$ cat config.mk
export PLATFORM = sky130hd
export DESIGN_NAME = four_register_alu_machine_top_flat
export DESIGN_NICKNAME = d
export VERILOG_FILES = /design/src/rtl/core/fram_pkg.sv /design/src/rtl/core/fram_if.sv /design/src/rtl/core/fram_ram.sv /design/src/rtl/core/fram_ctrl.sv /design/src/rtl/core/fram_dp.sv /design/src/rtl/core/four_register_alu_machine_top.sv /design/src/flat_wrapper.sv
export SDC_FILE = /design/constraint.sdc
export NUM_CORES = 2
export LEC_CHECK = 0
export BUFFER_PORTS_ARGS = -buffer_cell sky130_fd_sc_hd__buf_2
export CORE_MARGIN = 4
export CORE_UTILIZATION = 50
export CTS_CLUSTER_DIAMETER = 150
export DETAILED_ROUTE_END_ITERATION = 16
export HOLD_SLACK_MARGIN = 0.06
export PLACE_DENSITY = 0.78
export SYNTH_ARGS = -nofsm -noshare
export SYNTH_HDL_FRONTEND = slang
export SYNTH_HIERARCHICAL = 1
export SYNTH_SLANG_ARGS = --single-unit
$ cat constraint.sdc
create_clock -name clk -period 6.6 [get_ports clk]
set_input_delay 0.33 -clock clk [delete_from_list [all_inputs] [get_ports clk]]
set_output_delay 0.33 -clock clk [all_outputs]
set_load 0.1 [all_outputs]
$ cat src/rtl/core/fram_pkg.sv
// Shared constants, command codes and control structs of the four-register ALU machine.
`timescale 1ns / 1ps

package fram_pkg;

  // Register width inside the machine (8..64).
  localparam int DATA_WIDTH = 64;

  // Fixed widths of the word fields.
  localparam int CMD_W = 3;
  localparam int REG_AW = 2;
  localparam int NUM_REGS = 4;
  localparam int IMM_W = 64;
  localparam int OUT_W = 64;

  // Step counter of the shift-and-add multiplier and the restoring divider.
  localparam int CNT_W = $clog2(DATA_WIDTH);
  localparam logic [CNT_W-1:0] CNT_LAST = CNT_W'(DATA_WIDTH - 1);

  // Command codes.
  localparam logic [CMD_W-1:0] CMD_LOAD = 3'd0;
  localparam logic [CMD_W-1:0] CMD_MOVE = 3'd1;
  localparam logic [CMD_W-1:0] CMD_ADD = 3'd2;
  localparam logic [CMD_W-1:0] CMD_SUB = 3'd3;
  localparam logic [CMD_W-1:0] CMD_MUL = 3'd4;
  localparam logic [CMD_W-1:0] CMD_DIV = 3'd5;
  localparam logic [CMD_W-1:0] CMD_OUT = 3'd6;

  // Write-back source select.
  localparam int WSEL_W = 3;
  localparam logic [WSEL_W-1:0] WSEL_IMM = 3'd0;
  localparam logic [WSEL_W-1:0] WSEL_SRC = 3'd1;
  localparam logic [WSEL_W-1:0] WSEL_ADD = 3'd2;
  localparam logic [WSEL_W-1:0] WSEL_SUB = 3'd3;
  localparam logic [WSEL_W-1:0] WSEL_MUL = 3'd4;
  localparam logic [WSEL_W-1:0] WSEL_DIV = 3'd5;

  // Controller to datapath.
  typedef struct packed {
    logic              capture;
    logic              wr_en;
    logic [WSEL_W-1:0] wr_sel;
    logic              mul_init;
    logic              div_init;
    logic              mul_step;
    logic              div_step;
    logic              emit_val;
    logic              emit_err;
  } fram_cmd_t;

  // Datapath to controller.
  typedef struct packed {
    logic src_zero;
  } fram_sts_t;

endpackage

$ cat src/rtl/core/fram_if.sv
// Valid/ready channel interfaces for instruction words and result words.
`timescale 1ns / 1ps

interface fram_in_if;
  logic                                valid;
  logic                                ready;
  logic [fram_pkg::CMD_W-1:0]          command;
  logic [fram_pkg::REG_AW-1:0]         dest_reg;
  logic [fram_pkg::REG_AW-1:0]         src_reg;
  logic signed [fram_pkg::IMM_W-1:0]   immediate;

  modport source (output valid, command, dest_reg, src_reg, immediate, input ready);
  modport sink (input valid, command, dest_reg, src_reg, immediate, output ready);
endinterface

interface fram_out_if;
  logic                                valid;
  logic                                ready;
  logic signed [fram_pkg::OUT_W-1:0]   out_value;
  logic                                div_zero_error;

  modport source (output valid, out_value, div_zero_error, input ready);
  modport sink (input valid, out_value, div_zero_error, output ready);
endinterface

$ cat src/rtl/core/fram_ram.sv
// Generic RAM: one write port, two read ports with registered read data.
`timescale 1ns / 1ps

module fram_ram #(
  parameter int WIDTH = 8,
  parameter int DEPTH = 4
) (
  input  logic                     clk,
  input  logic                     we,
  input  logic [$clog2(DEPTH)-1:0] waddr,
  input  logic [WIDTH-1:0]         wdata,
  input  logic [$clog2(DEPTH)-1:0] raddr_a,
  input  logic [$clog2(DEPTH)-1:0] raddr_b,
  output logic [WIDTH-1:0]         rdata_a,
  output logic [WIDTH-1:0]         rdata_b
);

  logic [WIDTH-1:0] mem [DEPTH];

  always_ff @(posedge clk) begin
    if (we) begin
      mem[waddr] <= wdata;
    end
    rdata_a <= mem[raddr_a];
    rdata_b <= mem[raddr_b];
  end

endmodule

$ cat src/rtl/core/fram_ctrl.sv
// Instruction sequencer of the four-register ALU machine.
`timescale 1ns / 1ps

module fram_ctrl (
  input  logic                       clk,
  input  logic                       rst_n,
  input  logic                       in_valid,
  output logic                       in_ready,
  input  logic [fram_pkg::CMD_W-1:0] in_command,
  output logic                       out_valid,
  input  logic                       out_ready,
  output fram_pkg::fram_cmd_t        cmd,
  input  fram_pkg::fram_sts_t        sts
);

  localparam logic [2:0] S_IDLE = 3'd0;
  localparam logic [2:0] S_READ = 3'd1;
  localparam logic [2:0] S_EXEC = 3'd2;
  localparam logic [2:0] S_MUL = 3'd3;
  localparam logic [2:0] S_DIV = 3'd4;
  localparam logic [2:0] S_WB = 3'd5;

  logic [2:0]                       state_r, state_nxt;
  logic [fram_pkg::CMD_W-1:0]       op_r, op_nxt;
  logic [fram_pkg::CNT_W-1:0]       cnt_r, cnt_nxt;
  logic                             out_valid_r, out_valid_nxt;
  logic                             out_free;

  // hold off the sender while reset is applied
  assign in_ready = rst_n && (state_r == S_IDLE);
  assign out_valid = out_valid_r;
  assign out_free = !out_valid_r || out_ready;

  always_comb begin
    state_nxt = state_r;
    op_nxt = op_r;
    cnt_nxt = cnt_r;
    cmd = '0;
    case (state_r)
      S_IDLE: begin
        if (in_valid && in_ready) begin
          cmd.capture = 1'b1;
          op_nxt = in_command;
          state_nxt = S_READ;
        end
      end
      S_READ: begin
        state_nxt = S_EXEC;
      end
      S_EXEC: begin
        state_nxt = S_IDLE;
        case (op_r)
          fram_pkg::CMD_LOAD: begin
            cmd.wr_en = 1'b1;
            cmd.wr_sel = fram_pkg::WSEL_IMM;
          end
          fram_pkg::CMD_MOVE: begin
            cmd.wr_en = 1'b1;
            cmd.wr_sel = fram_pkg::WSEL_SRC;
          end
          fram_pkg::CMD_ADD: begin
            cmd.wr_en = 1'b1;
            cmd.wr_sel = fram_pkg::WSEL_ADD;
          end
          fram_pkg::CMD_SUB: begin
            cmd.wr_en = 1'b1;
            cmd.wr_sel = fram_pkg::WSEL_SUB;
          end
          fram_pkg::CMD_MUL: begin
            cmd.mul_init = 1'b1;
            cnt_nxt = fram_pkg::CNT_LAST;
            state_nxt = S_MUL;
          end
          fram_pkg::CMD_DIV: begin
            if (sts.src_zero) begin
              // error word; wait for room in the output register
              if (out_free) begin
                cmd.emit_err = 1'b1;
              end else begin
                state_nxt = S_EXEC;
              end
            end else begin
              cmd.div_init = 1'b1;
              cnt_nxt = fram_pkg::CNT_LAST;
              state_nxt = S_DIV;
            end
          end
          fram_pkg::CMD_OUT: begin
            if (out_free) begin
              cmd.emit_val = 1'b1;
            end else begin
              state_nxt = S_EXEC;
            end
          end
          default: begin
            // unused code: drop
          end
        endcase
      end
      S_MUL, S_DIV: begin
        cmd.mul_step = (state_r == S_MUL);
        cmd.div_step = (state_r == S_DIV);
        if (cnt_r == '0) begin
          state_nxt = S_WB;
        end else begin
          cnt_nxt = cnt_r - fram_pkg::CNT_W'(1);
        end
      end
      S_WB: begin
        cmd.wr_en = 1'b1;
        cmd.wr_sel = (op_r == fram_pkg::CMD_MUL) ? fram_pkg::WSEL_MUL : fram_pkg::WSEL_DIV;
        state_nxt = S_IDLE;
      end
      default: begin
        state_nxt = S_IDLE;
      end
    endcase
  end

  always_comb begin
    out_valid_nxt = out_valid_r;
    if (cmd.emit_val || cmd.emit_err) begin
      out_valid_nxt = 1'b1;
    end else if (out_ready) begin
      out_valid_nxt = 1'b0;
    end
  end

  always_ff @(posedge clk) begin
    if (!rst_n) begin
      state_r <= S_IDLE;
      out_valid_r <= 1'b0;
      op_r <= '0;
      cnt_r <= '0;
    end else begin
      state_r <= state_nxt;
      out_valid_r <= out_valid_nxt;
      op_r <= op_nxt;
      cnt_r <= cnt_nxt;
    end
  end

endmodule

$ cat src/rtl/core/fram_dp.sv
// Datapath: register file, adder, shift-and-add multiplier, restoring divider, output word.
`timescale 1ns / 1ps

module fram_dp (
  input  logic                              clk,
  input  logic                              rst_n,
  input  logic [fram_pkg::REG_AW-1:0]       in_dest_reg,
  input  logic [fram_pkg::REG_AW-1:0]       in_src_reg,
  input  logic signed [fram_pkg::IMM_W-1:0] in_immediate,
  output logic signed [fram_pkg::OUT_W-1:0] out_value,
  output logic                              out_div_zero_error,
  input  fram_pkg::fram_cmd_t               cmd,
  output fram_pkg::fram_sts_t               sts
);

  localparam int DW = fram_pkg::DATA_WIDTH;

  logic [fram_pkg::REG_AW-1:0]   dst_r, src_r;
  logic [DW-1:0]                 imm_r;
  logic [fram_pkg::NUM_REGS-1:0] valid_r;
  logic                          rv_d_r, rv_s_r;
  logic [DW-1:0]                 ram_d, ram_s;
  logic [DW-1:0]                 dv, sv;
  logic [DW-1:0]                 acc_r, acc_nxt;
  logic [DW-1:0]                 opa_r, opa_nxt;
  logic [DW-1:0]                 opb_r, opb_nxt;
  logic                          neg_r;
  logic [DW-1:0]                 wdata;
  logic [DW:0]                   div_sh, div_trial;
  logic signed [fram_pkg::OUT_W-1:0] out_value_r;
  logic                          err_r;

  function automatic logic [DW-1:0] mag(input logic [DW-1:0] v);
    mag = v[DW-1] ? (~v + DW'(1)) : v;
  endfunction

  fram_ram #(
    .WIDTH (DW),
    .DEPTH (fram_pkg::NUM_REGS)
  ) u_regs (
    .clk     (clk),
    .we      (cmd.wr_en),
    .waddr   (dst_r),
    .wdata   (wdata),
    .raddr_a (dst_r),
    .raddr_b (src_r),
    .rdata_a (ram_d),
    .rdata_b (ram_s)
  );

  // never-written registers read as zero
  assign dv = rv_d_r ? ram_d : '0;
  assign sv = rv_s_r ? ram_s : '0;
  assign sts.src_zero = (sv == '0);

  always_comb begin
    case (cmd.wr_sel)
      fram_pkg::WSEL_IMM: wdata = imm_r;
      fram_pkg::WSEL_SRC: wdata = sv;
      fram_pkg::WSEL_ADD: wdata = dv + sv;
      fram_pkg::WSEL_SUB: wdata = dv - sv;
      fram_pkg::WSEL_MUL: wdata = acc_r;
      fram_pkg::WSEL_DIV: wdata = neg_r ? (~opa_r + DW'(1)) : opa_r;
      default:            wdata = '0;
    endcase
  end

  assign div_sh = {acc_r, opa_r[DW-1]};
  assign div_trial = div_sh - {1'b0, opb_r};

  always_comb begin
    acc_nxt = acc_r;
    opa_nxt = opa_r;
    opb_nxt = opb_r;
    if (cmd.mul_init) begin
      acc_nxt = '0;
      opa_nxt = dv;
      opb_nxt = sv;
    end else if (cmd.div_init) begin
      acc_nxt = '0;
      opa_nxt = mag(dv);
      opb_nxt = mag(sv);
    end else if (cmd.mul_step) begin
      acc_nxt = opa_r[0] ? (acc_r + opb_r) : acc_r;
      opa_nxt = opa_r >> 1;
      opb_nxt = opb_r << 1;
    end else if (cmd.div_step) begin
      if (!div_trial[DW]) begin
        acc_nxt = div_trial[DW-1:0];
        opa_nxt = {opa_r[DW-2:0], 1'b1};
      end else begin
        acc_nxt = div_sh[DW-1:0];
        opa_nxt = {opa_r[DW-2:0], 1'b0};
      end
    end
  end

  always_ff @(posedge clk) begin
    if (cmd.capture) begin
      dst_r <= in_dest_reg;
      src_r <= in_src_reg;
      imm_r <= in_immediate[DW-1:0];
    end
    if (cmd.div_init) begin
      neg_r <= dv[DW-1] ^ sv[DW-1];
    end
    acc_r <= acc_nxt;
    opa_r <= opa_nxt;
    opb_r <= opb_nxt;
    rv_d_r <= valid_r[dst_r];
    rv_s_r <= valid_r[src_r];
    if (cmd.emit_val || cmd.emit_err) begin
      out_value_r <= cmd.emit_err ? '0 : fram_pkg::OUT_W'($signed(dv));
      err_r <= cmd.emit_err;
    end
  end

  always_ff @(posedge clk) begin
    if (!rst_n) begin
      valid_r <= '0;
    end else if (cmd.wr_en) begin
      valid_r[dst_r] <= 1'b1;
    end
  end

  assign out_value = out_value_r;
  assign out_div_zero_error = err_r;

endmodule

$ cat src/rtl/core/four_register_alu_machine_top.sv
// Top level of the four-register ALU machine: sequencer plus datapath.
`timescale 1ns / 1ps
// Load, move, add and sub write back in the execute state, which follows the read state;
// unused codes are dropped there. Out and divide-by-zero load the result word into the
// output register from the execute state, waiting there while that register is full.
// Mul and div run DATA_WIDTH shift steps, then write back. One word is taken at a time.
// Reset: synchronous, active low; all four registers read as zero and no result is pending.

module four_register_alu_machine_top (
  input  logic       clk,
  input  logic       rst_n,
  fram_in_if.sink    in_chan,
  fram_out_if.source out_chan
);

  // command and status bundles between sequencer and datapath
  fram_pkg::fram_cmd_t cmd;
  fram_pkg::fram_sts_t sts;

  // Sequencer: takes the instruction word, walks read, execute, iterate and
  // write-back, and owns the valid flag of the output register so a result
  // word can wait while the next instruction is already taken.
  fram_ctrl u_ctrl (
    .clk        (clk),
    .rst_n      (rst_n),
    .in_valid   (in_chan.valid),
    .in_ready   (in_chan.ready),
    .in_command (in_chan.command),
    .out_valid  (out_chan.valid),
    .out_ready  (out_chan.ready),
    .cmd        (cmd),
    .sts        (sts)
  );

  // Datapath: four-entry register file with registered reads, add/sub,
  // one shared shift unit for multiply and divide, and the output word.
  fram_dp u_dp (
    .clk                (clk),
    .rst_n              (rst_n),
    .in_dest_reg        (in_chan.dest_reg),
    .in_src_reg         (in_chan.src_reg),
    .in_immediate       (in_chan.immediate),
    .out_value          (out_chan.out_value),
    .out_div_zero_error (out_chan.div_zero_error),
    .cmd                (cmd),
    .sts                (sts)
  );

endmodule

$ cat src/flat_wrapper.sv
// flat-port wrapper written by rule: the top's interface ports become plain ports
module four_register_alu_machine_top_flat 
  (clk, rst_n, in_chan_valid, in_chan_command, in_chan_dest_reg, in_chan_src_reg, in_chan_immediate, in_chan_ready, out_chan_valid, out_chan_out_value, out_chan_div_zero_error, out_chan_ready);
  fram_in_if in_chan_i ();
  fram_out_if out_chan_i ();
  input  logic clk;
  input  logic rst_n;
  input wire logic [$bits(in_chan_i.valid)-1:0] in_chan_valid;
  input wire logic [$bits(in_chan_i.command)-1:0] in_chan_command;
  input wire logic [$bits(in_chan_i.dest_reg)-1:0] in_chan_dest_reg;
  input wire logic [$bits(in_chan_i.src_reg)-1:0] in_chan_src_reg;
  input wire logic [$bits(in_chan_i.immediate)-1:0] in_chan_immediate;
  output wire logic [$bits(in_chan_i.ready)-1:0] in_chan_ready;
  output wire logic [$bits(out_chan_i.valid)-1:0] out_chan_valid;
  output wire logic [$bits(out_chan_i.out_value)-1:0] out_chan_out_value;
  output wire logic [$bits(out_chan_i.div_zero_error)-1:0] out_chan_div_zero_error;
  input wire logic [$bits(out_chan_i.ready)-1:0] out_chan_ready;
  assign in_chan_i.valid = in_chan_valid;
  assign in_chan_i.command = in_chan_command;
  assign in_chan_i.dest_reg = in_chan_dest_reg;
  assign in_chan_i.src_reg = in_chan_src_reg;
  assign in_chan_i.immediate = in_chan_immediate;
  assign in_chan_ready = in_chan_i.ready;
  assign out_chan_valid = out_chan_i.valid;
  assign out_chan_out_value = out_chan_i.out_value;
  assign out_chan_div_zero_error = out_chan_i.div_zero_error;
  assign out_chan_i.ready = out_chan_ready;
  four_register_alu_machine_top u_core (.clk(clk), .rst_n(rst_n), .in_chan(in_chan_i), .out_chan(out_chan_i));
endmodule
# == Yosys cells after proc, flatten, opt, wreduce, memory -nomap -nowiden ==
# Memory sizes are Yosys's and may differ from the RTL's. A register that Yosys moved wholly into a read port is not among the register bits.
# Cells that the tools add are included.
# op_classes
add_sub_neg,8
n_lt_le_gt_ge,3
n_eq_ne,22
n_mux,53
bitwise_logic,5
reduce_logical,22
# ops
op,n
64-bit two-way mux,16
64-bit case mux with 6 select lines,1
"64-bit by 1-bit adder with 64-bit output, second input constant",3
64-bit NOT,3
64-bit adder,2
65-bit by 64-bit subtractor with 65-bit output,1
64-bit logical NOT,1
64-bit subtractor,1
6-bit case mux with 2 select lines,2
"3-bit equality test, second input constant",7
"3-bit by 2-bit equality test with 1-bit output, second input constant",6
1-bit two-way mux,18
4-bit case mux with 4 select lines,1
6-bit two-way mux,2
3-bit case mux with 4 select lines,1
"3-bit by 1-bit equality test with 1-bit output, second input constant",3
3-bit logical NOT,3
3-bit two-way mux,3
3-bit case mux with 3 select lines,1
2-bit two-way mux,4
4-bit case mux with 2 select lines,1
6-bit logical NOT,1
"2-bit by 3-bit less-than comparator with 1-bit output, second input constant",2
"2-bit != test, second input constant",3
other kinds (18),27
# word_totals
reg_bits,345
mem_bits_rw,256
output_inout_bits,67
word_cells,130
n_memories,1
# memory_table
name,words,width,rd,rd_ports_with_merged_regs,wr,line,rtl
u_core.u_dp.u_regs.mem,4,64,2,2,1,fram_ram.sv:18,logic [WIDTH-1:0] mem [DEPTH];

# == Longest topological paths before layout ==
# logic_depth
word_depth,8
mapped_depth,28
mapped_depth_nobuf,23

# == Modules after synthesis ==
# Netlist, hierarchy kept.
# modules_own_cells
module,instances,cells_each,area_per_inst_um2
fram_dp,1,4483,34319.2
fram_ram,1,544,13526.7
fram_ctrl,1,98,867.1

# == Least setup slack after synthesis ==
# OpenSTA, ideal clock, no wires.
# synth_path
path_kind,reg2reg
start,register u_core.u_dp.rv_s_r
end,register u_core.u_dp.opa_r[0] (enable)
setup_time_ps,424
arrival_time_ps,5997
path_slack_ps,178
path_stages_with_launch,21
path_buffers,8
cell_sequence,dfxtp_1 clkbuf_1 clkbuf_1 clkbuf_1 buf_1 buf_1 nand2_1 ha_1 nand3_1 nor2_1 nand4_1 a21oi_2 nand3_1 a21o_1 a21oi_1 nor4b_1 clkbuf_1 or2_2 clkbuf_1 clkbuf_1 or3_1
# synth_lines
element,line,rtl
"start, declared",fram_dp.sv:21,"logic rv_d_r, rv_s_r;"
"start signal, assigned",fram_dp.sv:111,rv_s_r <= valid_r[src_r];
"end signal, assigned",fram_dp.sv:108,opa_r <= opa_nxt;
"end, declared",fram_dp.sv:25,"logic [DW-1:0] opa_r, opa_nxt;"

# == Final worst setup path ==
# layout_path
start,register u_core.u_dp.rv_s_r
end,"memory u_core/u_dp/u_regs/mem[3][55] (netlist name), data pin"
# layout_via
elab_chain_len,3
elab_cells_between_ends,4
# layout_rtl
element,line,rtl
64-bit two-way mux *,fram_dp.sv:53,assign sv = rv_s_r ? ram_s : '0;
64-bit subtractor / 64-bit adder (equally long branches),"fram_dp.sv:61, fram_dp.sv:60",
64-bit case mux with 6 select lines *,fram_dp.sv:57,case (cmd.wr_sel)
named net u_core.u_dp.wdata[55],fram_dp.sv:28,logic [DW-1:0] wdata;
"end, declared",fram_ram.sv:18,
# Mark *: on every way through the listed nets, which the timed path passes. The rest lies on a longest branch.

==> metrics.yaml <==
grt_overflow: 0
critPathTopFamily: "compound AO/OA/AOI/OAI gates"
min_path_type: "primary input to flop"
cp_cell_sequence: "nand2_1, ha_1, nand3_1, nor2_1, buf_4, nand4_1, a21oi_1, a21boi_1, nor2_1, xor2_1, ha_1, a21oi_1, inv_1, a21o_1, a21oi_1, o21ai_0, a21o_1, a21o_1, inv_1, a21oi_1, nor2_1, xor2_1, o221ai_1"
maxCapViolations: 0
syn_area_um2: 48700
viasPerCell: 6.66
crit_cells: 23
die_area_um2: 102000
grt_max_degree: 120
crit_type: "flop to flop"
fin_setup_tns_ps: 0
detail-route-antenna-nets: 0
synth_edf_count: 518
p_leak_nw: 21.1
ir_drop_mv: 0.230
finalHoldViolations: 0
cts_buffers: 82
dp.cells: 6294
synthToLayoutAreaGrowth_pct: 10.6
insertion_delay_ps: 670
tightest_slew_ps: 1270
slowest_delay_ps: 520
core_area_um2: 96700
worst-path-buf-inv: 3
async_reset_ff_share_pct: 0
grt_pass1_vias: 39900
status: "finished clean"
synthTopCellsByArea: "edfxtp_1 (32%), dfxtp_1 (8.7%), mux4_2 (5.6%)"
powerDensity_nw_per_um2: 229
vias: 43500
hold_path_depth: 4
sequential_cell_area_um2: 19800
synth_seq_area_share_pct: 40.6
post_cts_buffers: 0
finalNonFillerCells: 6523
htreeDepth: 3
grt_pass1_wl_mm: 255
cp_slowest_cell: "dfxtp_4"
drive_gt1_share_pct: 12.0
start_kind: "flop"
yosysTopAreaCellShare_pct: 31.9
fmaxAchievable_mhz: 162
io_pins: 142
drv_slew: 0
fin_crit_sh_pct: 93.5
clock_skew_ps: 35.9
portBuffers: 141
fin_nets: 5450
antenna_found_initial: 4
fillers: 8452
hold_ws_ps: 96.9
remaining_drc_errors: 0
required_ps: 6950
finalCriticalPeriod_ps: 6170
rr_worst_depth: 23
fp-row-count: 114
cts.sinks: 729
yosysWarnings: 6
path_max_fanout: 55
clkTransAtPathRegs_ps: 60
syn_nets: 5399
firstDrtPassIters: 10
worstPathArrival_ps: 6520
rsz0062_at_grt: "false"
start_util_pct: 50.4
die_y_um: 320
drtIter0Drc: 7025
post_drt_wl_per_cell_um: 26.5
netlist_instances: 5125
root_buffer: "clkbuf_16"
slew_headroom_pct: 15.1
synth-seq-cells: 729
detailed_place_hpwl_mm: 126
track_usage_pct: 32.5
setup-violations-final: 0
cts_max_path_buffers: 3
synthDistinctLibCells: 113
synth_ff_type: "edfxtp_1"
synth.largest_area_cell: "edfxtp_1"
power_mw: 12.4
final_util_pct: 55.7
cp_common_cell: "a21oi_1"
place.gp.congestion: 1.02
wl_mm: 173
cts_tree: "yes"
multiInputGateArea_um2: 26800
end_kind: "flop"
die_w_um: 320
avgSynthCellArea_um2: 9.50
## logic make-up after synthesis
group,Yosys count,synth area share [%]
AO/OA/AOI/OAI,1646,21.8
AND/OR/NAND/NOR,1552,15.2
flip-flops,729,40.6
buffers and inverters,519,4.55
XOR/XNOR,270,4.85
multiplexers,210,7.81
adder cells (fa/ha/maj),199,5.16
## what timing repair did
action | 4_1_cts | 5_1_grt
setup endpoints to repair | 0 | 24
gates resized for setup | 0 | 4
hold buffers | 74 | 0
endpoints found under the hold margin | 77 | 0
## worst paths after layout
check                                            start                       endpoint  slack, ps
worst max-delay path                u_core/u_dp/rv_s_r  u_core/u_dp/u_regs/mem[3][55]        430
worst min-delay path                    out_chan_ready        u_core/u_ctrl/out_valid        100
worst max register to register      u_core/u_dp/rv_s_r  u_core/u_dp/u_regs/mem[3][55]        430
worst min register to register  u_core/u_dp/valid_r[2]         u_core/u_dp/valid_r[2]        500
## final cells by class
| type | instances | share of cell area [%] |
|---|---|---|
| repair buffers | 298 | 4.01 |
| multi-input cells | 3877 | 49.8 |
| inverters | 188 | 1.31 |
| flip-flops and latches | 729 | 36.7 |
| clock buffers | 103 | 4.16 |
| diodes | 1 | 0.00465 |
| well taps | 1276 | 2.96 |
| clock inverters | 51 | 0.978 |
## power breakdown
group | total, mW | switching, mW | internal (mW) | leakage [nW]
clock network | 4.75 | 2.01 | 2.74 | 1.35
registers | 5.24 | 0.217 | 5.02 | 6.55
logic | 2.37 | 1.45 | 0.922 | 13.2
## routing by layer
| metal | global-route usage, % | up-vias | wire (um) | part of all wire, % |
|---|---|---|---|---|
| met5 | 0 | - | 0 | 0 |
| met4 | 11.2 | 0 | 6670 | 3.9 |
| met3 | 8.42 | 370 | 24800 | 14 |
| met2 | 45.7 | 2970 | 70600 | 41 |
| met1 | 48.3 | 20700 | 70600 | 41 |
| li1 | - | 19400 | - | - |
## sequential cells by signal, summed over array words and instances (netlist names)
signal                          cells
u_core/u_dp/out_div_zero_error      1
u_core/u_dp/acc_r                  64
u_core/u_ctrl/state_r               3
u_core/u_dp/u_regs/rdata_a         64
u_core/u_dp/imm_r                  64
u_core/u_dp/rv_s_r                  1
u_core/u_dp/out_value              64
u_core/u_dp/u_regs/rdata_b         64
u_core/u_ctrl/cnt_r                 6
u_core/u_ctrl/out_valid             1
u_core/u_dp/valid_r                 4
u_core/u_ctrl/op_r                  3
u_core/u_dp/opb_r                  64
u_core/u_dp/u_regs/mem            256
u_core/u_dp/src_r                   2
u_core/u_dp/rv_d_r                  1
u_core/u_dp/neg_r                   1
u_core/u_dp/opa_r                  64
u_core/u_dp/dst_r                   2
## metrics by stage
stage                     setup slack, ps  cell area (um2)
final                                 431            53900
after global routing                 56.6            53900
after CTS                             343            53900
after detailed placement              394            50300
after global placement                489            50300
after floorplan                       178            48700
## worst register-to-register path, delay by kind of cell (launching register included)
family          cells  cell delay, ps
xor+xnor            2             460
compound gates     10            2450
flops               1             520
simple gates        6            1400
fa+ha+maj           2             690
buf+inv             3             360
## cell usage after synthesis, drive strengths merged (113+ instances only)
cell type	instances
nand2	586
edfxtp	518
a21oi	507
nor2	335
o21ai	333
clkbuf	252
dfxtp	211
ha	196
inv	184
a21o	162
xnor2	157
mux4	130
nand3	115
xor2	113
## cell usage in the layout (no fill, tap or decap), drive strengths merged, types with 32 or more instances in the layout
master / count
dfxtp: 211
inv: 190
o221ai: 42
mux2i: 42
o21a: 32
ha: 196
or3: 43
and3: 60
xnor2: 157
o22ai: 82
buf: 224
a31oi: 51
nand3: 115
nand4: 60
nor3: 99
clkbuf: 103
a21oi: 507
o21bai: 41
mux2: 38
a211oi: 55
o31ai: 59
clkinv: 37
dlygate4sd3: 74
o21ai: 333
and2: 39
o211ai: 41
nor2: 335
nand2: 586
nand2b: 75
a21o: 162
xor2: 113
mux4: 130
nor2b: 33
edfxtp: 518
Power figures use the tool's default switching activity.
